==> src/design/cnv_pkg.sv <==
package cnv_pkg;

	localparam int PIX_W   = 24;
	localparam int CHAN_W  = 8;
	localparam int ACC_W   = 20;
	localparam int GAIN_W  = 16;
	localparam int BIAS_W  = 9;
	localparam int DIM_W   = 11;
	localparam int FRAC_W  = 12;
	localparam int ROW_MAX = 2047;
	localparam int MAX_HEIGHT = 1024;

	localparam int APB_ADDR_W = 5;
	localparam int APB_DATA_W = 32;

	// register indexes (word addresses)
	localparam logic [2:0] REG_KX_MINUS = 3'd0;
	localparam logic [2:0] REG_KX_ZERO  = 3'd1;
	localparam logic [2:0] REG_KX_PLUS  = 3'd2;
	localparam logic [2:0] REG_GAIN     = 3'd3;
	localparam logic [2:0] REG_BIAS     = 3'd4;
	localparam logic [2:0] REG_WIDTH    = 3'd5;
	localparam logic [2:0] REG_HEIGHT   = 3'd6;

	localparam logic KIND_FLUSH = 1'b1;

	typedef struct packed {
		logic [23:0]              kx_minus;
		logic [23:0]              kx_zero;
		logic [23:0]              kx_plus;
		logic [GAIN_W-1:0]        gain;
		logic signed [BIAS_W-1:0] bias;
		logic [DIM_W-1:0]         width;
		logic [DIM_W-1:0]         height;
	} cnv_cfg_t;

	typedef struct packed {
		logic             valid;
		logic [PIX_W-1:0] pix;
	} cnv_item_t;

endpackage

==> src/design/cnv_front.sv <==
// Input side: folds flush items to zero pixels and buffers two items.
module cnv_front (
	input  logic                   clk,
	input  logic                   arst_n,
	input  logic                   in_valid,
	output logic                   in_stall,
	input  logic                   kind,
	input  logic [7:0]             red_in,
	input  logic [7:0]             green_in,
	input  logic [7:0]             blue_in,
	output cnv_pkg::cnv_item_t     item,
	input  logic                   pop
);
	import cnv_pkg::*;

	logic [PIX_W-1:0] buf_q [2];
	logic [1:0]       cnt_q;
	logic             rd_q;
	logic             wr_q;
	logic             push;
	logic             do_pop;
	logic [PIX_W-1:0] pix;

	assign in_stall = (cnt_q == 2'd2);
	assign push     = in_valid && !in_stall;
	assign do_pop   = pop && (cnt_q != 2'd0);
	assign pix      = (kind == KIND_FLUSH) ? '0 : {red_in, green_in, blue_in};

	assign item.valid = (cnt_q != 2'd0);
	assign item.pix   = buf_q[rd_q];

	always_ff @(posedge clk or negedge arst_n) begin
		if (!arst_n) begin
			cnt_q <= '0;
			rd_q  <= 1'b0;
			wr_q  <= 1'b0;
		end else begin
			if (push) begin
				wr_q <= !wr_q;
			end
			if (do_pop) begin
				rd_q <= !rd_q;
			end
			cnt_q <= cnt_q + 2'(push) - 2'(do_pop);
		end
	end

	always_ff @(posedge clk) begin
		if (push) begin
			buf_q[wr_q] <= pix;
		end
	end
endmodule

==> config.mk <==
export PLATFORM = sky130hd
export DESIGN_NAME = cnv_front
export DESIGN_NICKNAME = d
export VERILOG_FILES = /design/src/design/cnv_pkg.sv /design/src/design/cnv_front.sv
export SDC_FILE = /design/constraint.sdc
export NUM_CORES = 1
export LEC_CHECK = 0
export BUFFER_PORTS_ARGS = -buffer_cell sky130_fd_sc_hd__buf_2
export CELL_PAD_IN_SITES_DETAIL_PLACEMENT = 1
export CELL_PAD_IN_SITES_GLOBAL_PLACEMENT = 1
export CORE_MARGIN = 2
export CORE_UTILIZATION = 23
export CTS_BUF_LIST = sky130_fd_sc_hd__clkbuf_16
export CTS_CLUSTER_SIZE = 28
export DETAILED_ROUTE_END_ITERATION = 10
export PLACE_DENSITY_LB_ADDON = 0.05
export RECOVER_POWER = 100
export SETUP_SLACK_MARGIN = 0.1
export SYNTH_ARGS = -nofsm -noshare
export SYNTH_HDL_FRONTEND = slang
export SYNTH_SLANG_ARGS = --single-unit
==> constraint.sdc <==
create_clock -name clk -period 4.8 [get_ports clk]
set_input_delay 0.48 -clock clk [delete_from_list [all_inputs] [get_ports clk]]
set_output_delay 0.48 -clock clk [all_outputs]
set_load 0.02 [all_outputs]
; ---- Word-level counts from Yosys, hierarchy flattened
; Memory sizes are Yosys's and may differ from the RTL's.
; Cells that the tools add are included.
[totals]
ff_bits = 4
mem_bits_rw = 48
in_bits = 29
output_inout_bits = 26
elab_cells = 16
memories = 1
[classes]
n_addsub = 2
n_eq_ne = 1
n_mux = 3
reduce_logical = 6
[memory_table]
columns = name, words, word_bits, read_ports, rd_ports_with_merged_regs, wr, line
row1 = buf_q, 2, 24, 1, 0, 1, cnv_front.sv:16  ; logic [PIX_W-1:0] buf_q [2];
[ops]
columns = op, n
row1 = $mux 24, 1
row2 = $logic_not 1->1, 3
row3 = $add 2x1->2, 1
row4 = $eq 2x2->1 const B, 1
row5 = $logic_and 1x1->1, 2
row6 = $mux 1, 2
row7 = $reduce_bool 2->1, 1
row8 = $sub 2x1->2, 1

; ---- Longest topological paths before layout
[logic_depth]
ltp_word = 5
depth_mapped = 7
mapped_depth_nobuf = 7

; ---- Worst setup path after synthesis
; Ideal clock, no wire load.
[synth_timing]
path_kind = reg-to-reg
startpoint = register cnt_q[1]
endpoint = memory buf_q[0][0] (enable)
setup_time_ns = 0.405
arrival_time_ns = 1.613
slack_ns = 2.783
stages_incl_launch_ff = 4
n_path_buf = 0
synth_period_minus_slack_ns = 2.017
path_cell_list = dfrtp_1 -> nand2b_1 -> nand2_1 -> nor2_1
[synth_between]
elab_chain_cells = 5
[synth_lines]
columns = element, line
row1 = from (decl), cnv_front.sv:17  ; logic [1:0] cnt_q;
row2 = from (signal assigned), cnv_front.sv:44  ; cnt_q <= cnt_q + 2'(push) - 2'(do_pop);
row3 = $eq 2x2->1, cnv_front.sv:24  ; assign in_stall = (cnt_q == 2'd2);
row4 = $logic_not 1->1, cnv_front.sv:25  ; assign push = in_valid && !in_stall;
row5 = $logic_and 1x1->1, cnv_front.sv:25
row6 = $mux 1, cnv_front.sv:49  ; if (push) begin
row7 = $mux 1 (implied by the code), cnv_front.sv:50  ; buf_q[wr_q] <= pix;
row8 = to (decl), cnv_front.sv:16
; No other way between the ends.

==> results.toml <==
[status]
status = "finished, violations left"
failed_checks = "max-capacitance violations, max-slew violations"

[timing]
fin_ws_ps = 2320
min_period_over_period = 0.516
worst_pin_slew_ps = 1510
fin_skew_ps = 3.78
final_hold_viol_count = 0
grt_setup_unrepaired = "false"
setup_tns_ps = 0
drv_slew = 25
period_minus_slack_ps = 2480
setup_viol = 0
slew_headroom = -0.00634
max_freq_mhz = 404

[place]
hpwl_um = 2890
portBuffers = 54
pre_cts_ws_ps = 2840
post_dp_cell_area_mm2 = 0.00256
gp_congestion = 0.718

[detailed_routing]
first_pass_iters = 3
drt_iter0_markers = 32
routed_wl_um = 4370
vias = 1136
postRouteAntennaNets = 0
routedWlPerCell_um = 15.1
drc_errors = 0
viasPerCell = 3.93

[power]
seqPwrFrac = 0.468
clkPwrFrac = 0.218
p_sw_uw = 510
power_density_mw_per_mm2 = 577
comb_power_share = 0.314
vdd_drop_max_mv = 0.217
p_int_uw = 996
switching_share = 0.339
p_leak_nw = 0.972

[job]
maxCapViolations = 1

[yosys]
synth_cells = 119
synth.distinct_cells = 17
netlist_area_mm2 = 0.00218
postSynthAreaPerCell_um2 = 18.3
ys_ff_latch = 52
ys_warn_count = 0
syn-num-nets = 150
synth-seq-area-share = 0.707

[hold_path]
hold_class = "register to register"

[critical_path]
worst-path-max-fanout = 25
crit_family = "flip-flops"
critPathCaptureType = "primary output"
required_ps = 4320
crit_type = "register to primary output"
crit_chain = "mux2_1 > buf_2"
cpMaxStageDelayCell = "dfrtp_1"
slowest_delay_ps = 1120
cp.arrival_ps = 2000
worst-path-buf-inv = 1
start_kind = "register"

[finish]
fillerInstances = 999
seq_area_mm2 = 0.00154
fin_nets = 209
multi_input_area_um2 = 515
postLayoutCellArea_mm2 = 0.00261
drive_gt1_frac = 0.287
antenna_cells = 0
finish.utilization = 0.284
syn_to_final_growth_pct = 19.9

[floorplanning]
core_mm2 = 0.00920
die_h_um = 101
row_count = 35
start_util = 0.237
io_pins = 55
die_w_um = 101
dieArea_mm2 = 0.0103

[global_routing]
grt_use_total = 0.0907
grt_start_max_net_pins = 26
antenna_found_initial = 0
grt_pass1_wl_um = 6780
grt_pass1_vias = 1335
grt_overflow = 0

[clock_network]
clock_latency_ps = 280
ctsHoldBuffers = 1
cts.htree.levels = 2
cts_resized = 0
numCtsBuffers = 5
clock_sinks = 52
clk_pin_slew_ps = 60
cts_tree = "built"
root_buffer = "clkbuf_16"
cts_buffer_depth = 2
post_cts_buffers = 0
registers in the layout (all words and copies together), names as in the netlist:
signal and flops:
buf_q 48, cnt_q 2, rd_q 1, wr_q 1
cell usage in the layout (no fill, tap or decap), drive strengths merged:
master / instances
xor2: 1
nand2: 1
edfxtp: 48
nand2b: 1
xnor2: 3
buf: 45
or2: 1
mux2: 24
clkinv: 2
and3: 1
and2: 1
ha: 2
dfrtp: 4
dlygate4sd3: 1
nor2b: 24
inv: 2
nor2: 1
clkbuf: 16
path summary, 6_finish.rpt:
| path | cells past startpoint | slack [ps] | to | from |
|---|---|---|---|---|
| worst min-delay path | 1 | 520 | cnt_q[0] | cnt_q[0] |
| min in group asynchronous | 2 | 570 | cnt_q[1] | arst_n |
| max in group asynchronous | 2 | 4040 | rd_q | arst_n |
| worst max register to register | 4 | 2600 | buf_q[0][8] | cnt_q[1] |
| worst max-delay path | 2 | 2320 | item[7] | rd_q |
| worst min register to register | 1 | 520 | cnt_q[0] | cnt_q[0] |
Yosys cell counts:
cell type	number	area, um2
inv_1	2	7.51
edfxtp_1	48	1440
or2_1	1	6.26
nand2_1	1	3.75
ha_1	2	25.0
and2_4	1	8.76
mux2_4	19	285
nor2_1	1	3.75
dfrtp_1	4	100
and3_1	1	6.26
nand2b_1	1	6.26
xor2_1	1	8.76
buf_6	3	33.8
xnor2_1	3	26.3
buf_2	2	10.0
nor2b_1	24	150
mux2_1	5	56.3
metal layers:
metal / global-route usage / up-vias / routed length, um
li1: - / 543 / -
met1: 0.0935 / 555 / 1680
met2: 0.170 / 31 / 2390
met3: 0.0248 / 7 / 210
met4: 0.0405 / 0 / 89
met5: 0 / - / 0
power groups by stage:
stage	registers [mW]	logic (mW)	clock network [mW]
2_1_floorplan	0.663	0.467	0
3_3_place_gp	0.725	0.558	0
3_5_place_dp	0.734	0.568	0
4_1_cts	0.724	0.571	0.344
5_1_grt	0.725	0.513	0.361
6_report	0.706	0.473	0.328
layout make-up:
| class | count | area share |
|---|---|---|
| clock buffers | 5 | 0.0479 |
| clock inverters | 2 | 0.00287 |
| repair buffers | 57 | 0.106 |
| inverters | 2 | 0.00287 |
| multi-input cells | 60 | 0.197 |
| flip-flops and latches | 52 | 0.590 |
| well taps | 111 | 0.0532 |
metrics by stage:
step	cells	total power, mW	hold slack [ps]
CTS	289	1.64	496
detailed placement	281	1.30	294
global route	289	1.60	525
global placement	281	1.28	291
floorplan	119	1.13	184
finish	289	1.51	515
kinds of logic (layout without fill, tap and decap cells):
group,after synthesis,after routing,share of synthesized area
buffers and inverters,7,66,0.0235
DFF,52,52,0.707
muxes,24,24,0.157
xor gates and xnor gates,4,4,0.0161
and+or+nand+nor,30,30,0.0850
adders and majority gates,2,2,0.0115
Note: power is estimated with default switching activity, not from simulation.
